[config.mk]
export PLATFORM = sky130hd
export DESIGN_NAME = mandelbrot_pixel_escape
export DESIGN_NICKNAME = d
export VERILOG_FILES = /design/src/rtl/mpe_pkg.sv /design/src/rtl/mpe_mul.sv /design/src/rtl/mandelbrot_pixel_escape.sv
export SDC_FILE = /design/constraint.sdc
export NUM_CORES = 2
export LEC_CHECK = 0
export BUFFER_PORTS_ARGS = -buffer_cell sky130_fd_sc_hd__buf_4
export CAP_MARGIN = 30
export CORE_AREA = 2 2 385 387
export CTS_BUF_LIST = sky130_fd_sc_hd__clkbuf_16
export DETAILED_ROUTE_END_ITERATION = 16
export DIE_AREA = 0 0 387 389
export PLACE_DENSITY = 0.72
export SYNTH_ARGS = -nofsm -noshare
export SYNTH_HDL_FRONTEND = slang
export SYNTH_SLANG_ARGS = --single-unit
[constraint.sdc]
create_clock -name clk -period 23.7 [get_ports clk]
set_input_delay 4.74 -clock clk [delete_from_list [all_inputs] [get_ports clk]]
set_output_delay 4.74 -clock clk [all_outputs]
set_load 0.005 [all_outputs]
[src/rtl/mpe_pkg.sv]
// Shared types and constants for the Mandelbrot pixel escape-time block.
`default_nettype none

package mpe_pkg;

    localparam int COORD_W    = 32;                 // Q8.24 coordinate and origin registers
    localparam int STEP_W     = 31;                 // pixel_step register
    localparam int IDX_W      = 10;                 // column / row index
    localparam int OFFS_W     = IDX_W + STEP_W;     // index * step
    localparam int SUM_W      = OFFS_W + 2;         // origin + offset before saturation
    localparam int Z_W        = COORD_W + 2;        // iterate width, |z| stays below |c| + 4
    localparam int COLOR_W    = 8;
    localparam int ITER_W     = 9;
    localparam int CFG_IDX_W  = 2;
    localparam int CFG_DATA_W = 32;

    localparam logic [CFG_IDX_W-1:0] CFG_ORIGIN_X   = 2'd0;
    localparam logic [CFG_IDX_W-1:0] CFG_ORIGIN_Y   = 2'd1;
    localparam logic [CFG_IDX_W-1:0] CFG_PIXEL_STEP = 2'd2;

    localparam logic signed [COORD_W-1:0] ORIGIN_X_RST   = -32'sd335544320;
    localparam logic signed [COORD_W-1:0] ORIGIN_Y_RST   = -32'sd251658240;
    localparam logic [STEP_W-1:0]         PIXEL_STEP_RST = 31'd838861;

    localparam logic signed [COORD_W-1:0] COORD_MAX = 32'sh7FFFFFFF;
    localparam logic signed [COORD_W-1:0] COORD_MIN = 32'sh80000000;

    // 255^4, full scale of the colour ramp
    localparam logic [31:0] COLOR_FULL4 = 32'd4228250625;
    localparam logic [COLOR_W-1:0] COLOR_MAX = 8'd255;
    localparam logic [COLOR_W-1:0] GREEN_ON  = 8'd64;

    typedef struct packed {
        logic [IDX_W-1:0] column;
        logic [IDX_W-1:0] row;
    } pixel_t;

    typedef struct packed {
        logic [COLOR_W-1:0] blue;
        logic [COLOR_W-1:0] green;
        logic [COLOR_W-1:0] red;
        logic [ITER_W-1:0]  iterations;
    } result_t;

    typedef enum logic [3:0] {
        ST_IDLE,
        ST_CX,      // column * step
        ST_CY,      // form cx, row * step
        ST_CSET,    // form cy, seed z
        ST_MXX,     // x * x
        ST_MYY,     // y * y
        ST_MXY,     // x * y, escape test
        ST_UPD,     // z = z^2 + c
        ST_RHS,     // n * 255^4
        ST_KSQ,     // k^2
        ST_K4,      // k^4
        ST_KM,      // k^4 * MAX_ITER
        ST_KCMP,    // keep or drop trial bit
        ST_FIN
    } state_t;

endpackage

`default_nettype wire

[src/rtl/mpe_mul.sv]
// Shared signed multiplier with a registered product.
`default_nettype none

module mpe_mul #(
    parameter int WIDTH = 34
) (
    input  wire logic                      clk,
    input  wire logic signed [WIDTH-1:0]   a,
    input  wire logic signed [WIDTH-1:0]   b,
    output logic signed [2*WIDTH-1:0]      prod
);

    logic signed [2*WIDTH-1:0] prod_reg;

    always_ff @(posedge clk)
    begin
        prod_reg <= a * b;
    end

    assign prod = prod_reg;

endmodule

`default_nettype wire

[src/rtl/mandelbrot_pixel_escape.sv]
// Mandelbrot escape-time evaluator: one pixel in, iteration count and colour out.
//
// Each item (column, row) becomes c = origin + index * pixel_step in signed
// fixed point with FRAC_BITS fraction bits, saturated to 32 bits, and the block
// iterates z = z^2 + c from z = c until |z|^2 >= 4 or MAX_ITER iterations.
// All multiplications go through one registered multiplier, three products per
// iteration plus an update step. The colour index is found by an 8-step binary
// search on the same multiplier. pixel_stall is high while an item is in work;
// a finished result waits in the output register, so the next item is taken
// while it is still unread.
`default_nettype none

module mandelbrot_pixel_escape #(
    parameter int MAX_ITER  = 256,
    parameter int FRAC_BITS = 24
) (
    input  wire logic                              clk,
    input  wire logic                              rst_n,
    input  wire logic                              pixel_valid,
    output logic                                   pixel_stall,
    input  wire mpe_pkg::pixel_t                   pixel,
    output logic                                   result_valid,
    input  wire logic                              result_stall,
    output mpe_pkg::result_t                       result,
    input  wire logic                              cfg_we,
    input  wire logic [mpe_pkg::CFG_IDX_W-1:0]     cfg_index,
    input  wire logic [mpe_pkg::CFG_DATA_W-1:0]    cfg_data
);

    localparam int ZW = mpe_pkg::Z_W;
    localparam int PW = 2 * ZW;
    localparam int NW = $clog2(MAX_ITER + 1);
    localparam logic signed [PW-1:0] LIMIT = PW'(4) << FRAC_BITS;
    localparam logic [NW-1:0] N_MAX = NW'(MAX_ITER);

    function automatic logic signed [mpe_pkg::COORD_W-1:0] sat_coord(
        input logic signed [mpe_pkg::COORD_W-1:0] origin,
        input logic [mpe_pkg::OFFS_W-1:0]         offs
    );
        logic signed [mpe_pkg::SUM_W-1:0] sum;
        sum = mpe_pkg::SUM_W'(origin) + $signed({2'b00, offs});
        if (sum > mpe_pkg::SUM_W'(mpe_pkg::COORD_MAX))
            return mpe_pkg::COORD_MAX;
        else if (sum < mpe_pkg::SUM_W'(mpe_pkg::COORD_MIN))
            return mpe_pkg::COORD_MIN;
        else
            return mpe_pkg::COORD_W'(sum);
    endfunction

    // configuration
    logic signed [mpe_pkg::COORD_W-1:0] origin_x_reg, origin_y_reg;
    logic [mpe_pkg::STEP_W-1:0]         pixel_step_reg;

    // control
    mpe_pkg::state_t state_reg, state_next;
    logic            result_valid_reg, result_valid_next;

    // datapath
    logic [mpe_pkg::IDX_W-1:0]          column_reg, column_next;
    logic [mpe_pkg::IDX_W-1:0]          row_reg, row_next;
    logic signed [mpe_pkg::COORD_W-1:0] cx_reg, cx_next;
    logic signed [mpe_pkg::COORD_W-1:0] cy_reg, cy_next;
    logic signed [ZW-1:0]               x_reg, x_next;
    logic signed [ZW-1:0]               y_reg, y_next;
    logic signed [PW-1:0]               x2_reg, x2_next;
    logic signed [PW-1:0]               y2_reg, y2_next;
    logic signed [PW-1:0]               rhs_reg, rhs_next;
    logic [NW-1:0]                      n_reg, n_next;
    logic [mpe_pkg::COLOR_W-1:0]        k_reg, k_next;
    logic [mpe_pkg::COLOR_W-1:0]        bit_reg, bit_next;
    mpe_pkg::result_t                   result_reg, result_next;

    logic signed [ZW-1:0] mul_a, mul_b;
    logic signed [PW-1:0] prod;
    logic signed [PW-1:0] prod_sh;
    logic signed [PW-1:0] cx_wide, cy_wide;
    logic                 escape;
    logic                 last_iter;
    logic                 out_free;
    logic [mpe_pkg::COLOR_W-1:0] k_try;

    mpe_mul #(
        .WIDTH (ZW)
    ) u_mul (
        .clk  (clk),
        .a    (mul_a),
        .b    (mul_b),
        .prod (prod)
    );

    assign prod_sh   = prod >>> FRAC_BITS;
    assign cx_wide   = PW'(cx_reg);
    assign cy_wide   = PW'(cy_reg);
    assign escape    = (x2_reg + prod_sh) >= LIMIT;
    assign last_iter = (n_reg + NW'(1)) == N_MAX;
    assign out_free  = !result_valid_reg || !result_stall;
    assign k_try     = k_reg | bit_reg;

    // next state
    always_comb
    begin
        state_next = state_reg;
        case (state_reg)
            mpe_pkg::ST_IDLE: if (pixel_valid) state_next = mpe_pkg::ST_CX;
            mpe_pkg::ST_CX:   state_next = mpe_pkg::ST_CY;
            mpe_pkg::ST_CY:   state_next = mpe_pkg::ST_CSET;
            mpe_pkg::ST_CSET: state_next = mpe_pkg::ST_MXX;
            mpe_pkg::ST_MXX:  state_next = mpe_pkg::ST_MYY;
            mpe_pkg::ST_MYY:  state_next = mpe_pkg::ST_MXY;
            mpe_pkg::ST_MXY:  state_next = escape ? mpe_pkg::ST_RHS : mpe_pkg::ST_UPD;
            mpe_pkg::ST_UPD:  state_next = last_iter ? mpe_pkg::ST_FIN : mpe_pkg::ST_MXX;
            mpe_pkg::ST_RHS:  state_next = mpe_pkg::ST_KSQ;
            mpe_pkg::ST_KSQ:  state_next = mpe_pkg::ST_K4;
            mpe_pkg::ST_K4:   state_next = mpe_pkg::ST_KM;
            mpe_pkg::ST_KM:   state_next = mpe_pkg::ST_KCMP;
            mpe_pkg::ST_KCMP: state_next = bit_reg[0] ? mpe_pkg::ST_FIN : mpe_pkg::ST_KSQ;
            mpe_pkg::ST_FIN:  if (out_free) state_next = mpe_pkg::ST_IDLE;
            default:          state_next = mpe_pkg::ST_IDLE;
        endcase
    end

    // datapath and outputs
    always_comb
    begin
        column_next       = column_reg;
        row_next          = row_reg;
        cx_next           = cx_reg;
        cy_next           = cy_reg;
        x_next            = x_reg;
        y_next            = y_reg;
        x2_next           = x2_reg;
        y2_next           = y2_reg;
        rhs_next          = rhs_reg;
        n_next            = n_reg;
        k_next            = k_reg;
        bit_next          = bit_reg;
        result_next       = result_reg;
        result_valid_next = result_valid_reg && result_stall;
        mul_a             = x_reg;
        mul_b             = y_reg;
        case (state_reg)
            mpe_pkg::ST_IDLE:
            begin
                column_next = pixel.column;
                row_next    = pixel.row;
            end
            mpe_pkg::ST_CX:
            begin
                mul_a = ZW'(column_reg);
                mul_b = ZW'(pixel_step_reg);
            end
            mpe_pkg::ST_CY:
            begin
                cx_next = sat_coord(origin_x_reg, prod[mpe_pkg::OFFS_W-1:0]);
                mul_a   = ZW'(row_reg);
                mul_b   = ZW'(pixel_step_reg);
            end
            mpe_pkg::ST_CSET:
            begin
                cy_next = sat_coord(origin_y_reg, prod[mpe_pkg::OFFS_W-1:0]);
                x_next  = ZW'(cx_reg);
                y_next  = ZW'(cy_next);
                n_next  = '0;
            end
            mpe_pkg::ST_MXX:
            begin
                mul_a = x_reg;
                mul_b = x_reg;
            end
            mpe_pkg::ST_MYY:
            begin
                x2_next = prod_sh;
                mul_a   = y_reg;
                mul_b   = y_reg;
            end
            mpe_pkg::ST_MXY:
            begin
                y2_next = prod_sh;
                mul_a   = x_reg;
                mul_b   = y_reg;
            end
            mpe_pkg::ST_UPD:
            begin
                x_next = ZW'(x2_reg - y2_reg + cx_wide);
                y_next = ZW'((prod_sh <<< 1) + cy_wide);
                n_next = n_reg + NW'(1);
            end
            mpe_pkg::ST_RHS:
            begin
                mul_a    = ZW'(n_reg);
                mul_b    = ZW'(mpe_pkg::COLOR_FULL4);
                k_next   = '0;
                bit_next = {1'b1, {(mpe_pkg::COLOR_W-1){1'b0}}};
            end
            mpe_pkg::ST_KSQ:
            begin
                rhs_next = (bit_reg[mpe_pkg::COLOR_W-1]) ? prod : rhs_reg;
                mul_a    = ZW'(k_try);
                mul_b    = ZW'(k_try);
            end
            mpe_pkg::ST_K4:
            begin
                mul_a = prod[ZW-1:0];
                mul_b = prod[ZW-1:0];
            end
            mpe_pkg::ST_KM:
            begin
                mul_a = prod[ZW-1:0];
                mul_b = ZW'(MAX_ITER);
            end
            mpe_pkg::ST_KCMP:
            begin
                if (prod <= rhs_reg)
                    k_next = k_try;
                bit_next = bit_reg >> 1;
            end
            mpe_pkg::ST_FIN:
            begin
                if (out_free)
                begin
                    result_valid_next     = 1'b1;
                    result_next.iterations = mpe_pkg::ITER_W'(n_reg);
                    if (n_reg == N_MAX)
                    begin
                        result_next.blue  = '0;
                        result_next.green = '0;
                        result_next.red   = '0;
                    end
                    else
                    begin
                        result_next.blue  = mpe_pkg::COLOR_MAX - k_reg;
                        result_next.green = k_reg[0] ? mpe_pkg::GREEN_ON : '0;
                        result_next.red   = k_reg;
                    end
                end
            end
            default:
            begin
                mul_a = x_reg;
                mul_b = y_reg;
            end
        endcase
    end

    always_ff @(posedge clk or negedge rst_n)
    begin
        if (!rst_n)
        begin
            state_reg        <= mpe_pkg::ST_IDLE;
            result_valid_reg <= 1'b0;
            origin_x_reg     <= mpe_pkg::ORIGIN_X_RST;
            origin_y_reg     <= mpe_pkg::ORIGIN_Y_RST;
            pixel_step_reg   <= mpe_pkg::PIXEL_STEP_RST;
        end
        else
        begin
            state_reg        <= state_next;
            result_valid_reg <= result_valid_next;
            if (cfg_we)
            begin
                case (cfg_index)
                    mpe_pkg::CFG_ORIGIN_X:   origin_x_reg   <= $signed(cfg_data);
                    mpe_pkg::CFG_ORIGIN_Y:   origin_y_reg   <= $signed(cfg_data);
                    mpe_pkg::CFG_PIXEL_STEP: pixel_step_reg <= cfg_data[mpe_pkg::STEP_W-1:0];
                    default:                 ;
                endcase
            end
        end
    end

    always_ff @(posedge clk)
    begin
        column_reg <= column_next;
        row_reg    <= row_next;
        cx_reg     <= cx_next;
        cy_reg     <= cy_next;
        x_reg      <= x_next;
        y_reg      <= y_next;
        x2_reg     <= x2_next;
        y2_reg     <= y2_next;
        rhs_reg    <= rhs_next;
        n_reg      <= n_next;
        k_reg      <= k_next;
        bit_reg    <= bit_next;
        result_reg <= result_next;
    end

    assign pixel_stall  = (state_reg != mpe_pkg::ST_IDLE);
    assign result_valid = result_valid_reg;
    assign result       = result_reg;

endmodule

`default_nettype wire

---- Word-level counts from Yosys, hierarchy flattened ----
Cells that the tools add are included.
storage, ports and cells
  register bits ........................... 524
  bits in latches ......................... 0
  bits in writable memories ............... 0
  bits in read-only memories .............. 0
  input bits .............................. 59
  output and inout port bits .............. 35
  word-level logic and storage cells ...... 96
  memories kept ........................... 0
operators by class
  $add $sub $neg .......................... 8
  multipliers ............................. 1
  divide/modulo/power cells ............... 0
  $lt $le $gt $ge ......................... 6
  eq/ne operators ......................... 20
  shift operators ......................... 0
  multiplexer cells ....................... 20
  bitwise operators ....................... 1
  reduce and logical (&&, ||, !) cells .... 18
operators by type and width
  cell                    count
  $pmux W34 S6            2
  $pmux W34 S2            2
  $mux W32                3
  $add A32 B42 Y43        2
  $gt A43 B32 Y1 const B  2
  $lt A43 B32 Y1 const B  2
  $add A34 B32 Y34        2
  $le A68 B68 Y1          1
  $mul A34 B34 Y68        1
  $pmux W4 S14            1
  $add A44 B44 Y45        1
  $ge A45 B28 Y1 const B  1
  $sub A34 B34 Y34        1
  $pmux W8 S2             2
  $eq A4 B4 Y1 const B    6
  $eq A9 B9 Y1 const B    2
  $pmux W9 S2             1
  $eq A4 B3 Y1 const B    4
  $mux W4                 4
  $reduce_and A2 Y1       7
  $add A9 B1 Y9 const B   1
  $eq A4 B2 Y1 const B    2
  $mux W8                 1
  $or A8 B8 Y8            1
  other kinds (16)        22

---- Logic depth before layout (Yosys ltp) ----
  depth in word-level cells ............... 5
  mapped depth ............................ 41
  gate-level depth less buffers ........... 36

---- By module ----
A second synthesis with hierarchy kept.
second synthesis, totals
  cell total of the unflattened synthesis .. 7647
  area total of the unflattened synthesis .. 73750.7 um2
modules (own cells, without submodules)
  module                   times used  cells each  area each (um2)  seq. area each (um2)
  mpe_mul                  1           4584        43028.8          1361.3
  mandelbrot_pixel_escape  1           3063        30722.0          12978.7

---- Worst setup path before layout ----
No wires, ideal clock.
  kind .................................... register to register
  start point ............................. reg state_reg[3]
  end point ............................... reg u_mul.prod_reg[66], in the netlist u_mul.prod[66]
  library setup time ...................... 0.072 ns
  arrival ................................. 10.633 ns
  data required time ...................... 23.628 ns
  setup slack ............................. 12.995 ns
  cell stages (with the launch flop) ...... 36
  cell sequence ........................... dfrtp_1 nand2b_1 clkbuf_1 nor2_1 clkbuf_1 clkbuf_1 a22oi_1 nand2_1 clkbuf_1 nand2_1 fa_1 inv_1 fa_1 fa_1 inv_1 fa_1 fa_1 inv_1 fa_1 fa_1 inv_1 fa_1 inv_1 ha_1 clkbuf_1 a211oi_1 o211ai_1 a221o_1 a221oi_2 o221ai_1 a31o_2 a31oi_1 o311ai_1 a221o_1 a21oi_1 xnor2_1
between the ends
  cells in the longest elaborated chain, start to end .. 4
  elaborated cells on any way between the ends .. 13
ends and longest elaborated chain
  element                               line                            text
  start: declaration                    mandelbrot_pixel_escape.sv:55   mpe_pkg::state_t state_reg, state_next;
  start signal: assignment              mandelbrot_pixel_escape.sv:249  state_reg <= mpe_pkg::ST_IDLE;
  start signal: assignment              mandelbrot_pixel_escape.sv:257  state_reg <= state_next;
  $eq A4 B4 Y1 (tied with other cells)  mandelbrot_pixel_escape.sv:141  case (state_reg)
  $reduce_or A2 Y1 (no line)            -
  $pmux W34 S6                          mandelbrot_pixel_escape.sv:141
  $mul A34 B34 Y68 (*)                  mpe_mul.sv:17                   prod_reg <= a * b;
  end signal: assignment                mpe_mul.sv:17
  end: declaration                      mpe_mul.sv:13                   logic signed [2*WIDTH-1:0] prod_reg;
Every way passes the cells marked *; elsewhere a longest branch is shown, timed or not.
A chain may end at the register's enable or synchronous reset.

---- Worst setup path in the final report ----
  start point ............................. reg state_reg[0]
  end point ............................... reg u_mul.prod_reg[66], in the netlist u_mul.prod[66]
Same word-level chain as after synthesis.

==> flow_summary.yaml <==
floorplan:
  io_pins: 94
  die_area_um2: 151000
  die_h_um: 389
  die_x_um: 387
  core-area_um2: 147000
  row_count: 141
  initial_utilization_pct: 49.5
drt:
  wl_met1_um: 92000
  dr.pass1.iters: 8
  drt-vias-per-instance: 5.89
  via_count: 56500
  wl_met3_um: 24200
  wl_per_cell_um: 24.9
  drtIter0Drc: 5609
  dr_wl_met2_um: 107000
  routed_wirelength_um: 239000
  top_layer_used: "met5"
  drc: 0
  ant_nets: 0
critical_path:
  criticalPathCategory: "reg -> reg"
  cp_slowest_cell: "mux2_2"
  startpoint: "state_reg[0]"
  path_common_cell: "fa_1"
  cpPeakStageDelay_ps: 820
  cp-start-kind: "flip-flop"
  reg2reg_from: "state_reg[0]"
  critPathCapture: "u_mul.prod[66]"
  cp.arrival_ps: 12440
  reg2reg_slack_ps: 11820
  crit_fanout: 43
  critPathRequiredTime_ps: 24260
  rr_endpoint: "u_mul.prod[66]"
  setup.worst_path.end_class: "flip-flop"
  reg2reg_depth: 32
clock_tree:
  cts_hold_buf: 0
  cts_setup_buffers: 0
  numCtsBuffers: 50
  cts_max_path_buffers: 3
  cts.clk_slew.worst_paths_ps: 70
  clk_latency_ps: 660
  cts_sinks: 516
  cts-root-buf: "clkbuf_16"
  postCtsResizedCells: 0
  cts_tree: "done"
  cts_max_level: 2
synthesis:
  synth_top_area_share_pct: 35.2
  synth.ff_latch_count: 516
  synth_area_leaders: "fa_1 35%, edfxtp_1 14%, ha_1 8.1%, inv_1 7.5%, nand2_1 5.4%"
  synthCells: 7687
  synth_edf_count: 348
  seq_area_frac_synth_pct: 19.8
  async_flop_share_pct: 19.4
  yosysTopAreaCell: "fa_1"
  synth_top_flop_cell: "edfxtp_1"
  synth.distinct_cells: 98
  yosys-top-cells-count: "1449 x inv_1, 1278 x fa_1, 1051 x nand2_1"
  yosys_warnings: 0
  postSynthAreaPerCell_um2: 9.44
  synth_area_um2: 72600
  synthMostInstantiatedCell: "inv_1"
layout:
  final_util_pct: 52.7
  regArea_um2: 14300
  synthToLayoutAreaGrowth_pct: 6.42
  drive_gt1_share_pct: 6.69
  nFillCells: 13100
  multiInputGateArea_um2: 51800
  nNetsFinal: 9420
timing:
  fmax_mhz: 84.2
  skew_ps: 58.1
  slew-limit-headroom_pct: 12.4
  slew_viol_final: 0
  rsz0062_at_grt: "no"
  worst_slew_pin_slew_ps: 1280
  fin_crit_ps: 11880
  period_share_pct: 50.1
  setup_viol: 0
  hold_viol_final: 0
  timing.setup.tns_ps: 0
place:
  dp_hpwl_um: 187000
  portBuffers: 86
  gp_congestion: 1.00
job:
  cap_violations: 0
global_route:
  grt_max_degree: 76
  grt_overflow: 0
  grtUsageTotal_pct: 32.1
  grt_pass1_wl_um: 364000
  grt_pass1_vias: 59000
  antenna_found_initial: 10
status:
  status: "completed"
hold_path:
  hold_path.class: "reg -> reg"
==> area by class of cell <==
type / instances / area share (%)
Antenna cell: 2 / 0.00648
Clock buffer: 52 / 1.68
Clock inverter: 42 / 0.360
Inverter: 1450 / 7.04
Multi-Input combinational cell: 5397 / 67.1
Sequential cell: 516 / 18.6
Tap cell: 1930 / 3.13
Timing Repair Buffer: 199 / 2.12
==> metal layers <==
metal | vias to the layer above | global-route usage, %
met5 | - | 0
met4 | 4 | 16.8
met3 | 729 | 7.79
met2 | 2993 | 50.3
met1 | 28500 | 41.6
li1 | 24300 | -
==> cells by family after synthesis <==
family	count (synthesis)	share of synthesized area, %
XOR/XNOR	230	2.77
flip-flops	516	19.8
other	1	0.00517
adder cells (fa/ha/maj)	1747	43.3
AO/OA/AOI/OAI	1077	9.66
multiplexers	161	2.44
buffers and inverters	1780	9.29
AND/OR/NAND/NOR	2175	12.8
==> through the flow <==
step | setup WS (ps) | instance area (um2) | std cells | hold slack, ps
after floorplan | 13000 | 72600 | 7693 | 424
after global placement | 11860 | 75400 | 9475 | 504
after detailed placement | 12010 | 75600 | 9487 | 506
after CTS | 11910 | 77100 | 9581 | 521
after global routing | 11350 | 77300 | 9586 | 542
final | 11820 | 77300 | 9588 | 523
==> how the worst min path moves through the flow <==
stage	start	endpoint	slack, ps	cells past startpoint
floorplan	n_reg[2]	result[2]	420	0
global placement	origin_x_reg[28]	origin_x_reg[28]	500	1
detailed placement	origin_x_reg[15]	origin_x_reg[15]	510	1
CTS	origin_x_reg[21]	origin_x_reg[21]	520	1
global route	origin_x_reg[4]	origin_x_reg[4]	540	1
finish	origin_x_reg[21]	origin_x_reg[21]	520	1
==> placed cells by master (no fill, tap or decap), drive strengths merged, types with 20 or more instances in the layout <==
master     n
a211oi    40
a21o     140
a21oi    282
a221oi    27
a22oi     57
a31oi     35
and2      71
and3      27
buf      199
clkbuf    52
clkinv    20
dfrtp     79
dfstp     21
dfxtp     68
edfxtp   348
fa      1278
ha       469
inv     1470
mux2     126
mux2i     35
nand2   1052
nand2b    45
nand3    102
nand4     61
nor2     646
nor2b     29
nor3      48
o211ai    36
o21a      30
o21ai    255
o21bai    31
o31ai     20
or3       25
xnor2    133
xor2      97
==> worst max-delay path: cells and delay by family, from the launching register on <==
family | cells | cell delay [ps]
buffers and inverters | 5 | 890
AOI/OAI and AO/OA | 11 | 3260
muxes | 1 | 820
adders and majority gates | 9 | 4610
DFF | 1 | 610
and+or+nand+nor | 5 | 1420
xor gates and xnor gates | 1 | 140
Power is left out: the tool's default activity adds up to more than one toggle a clock period on the data nets, which glitch-free logic cannot reach.
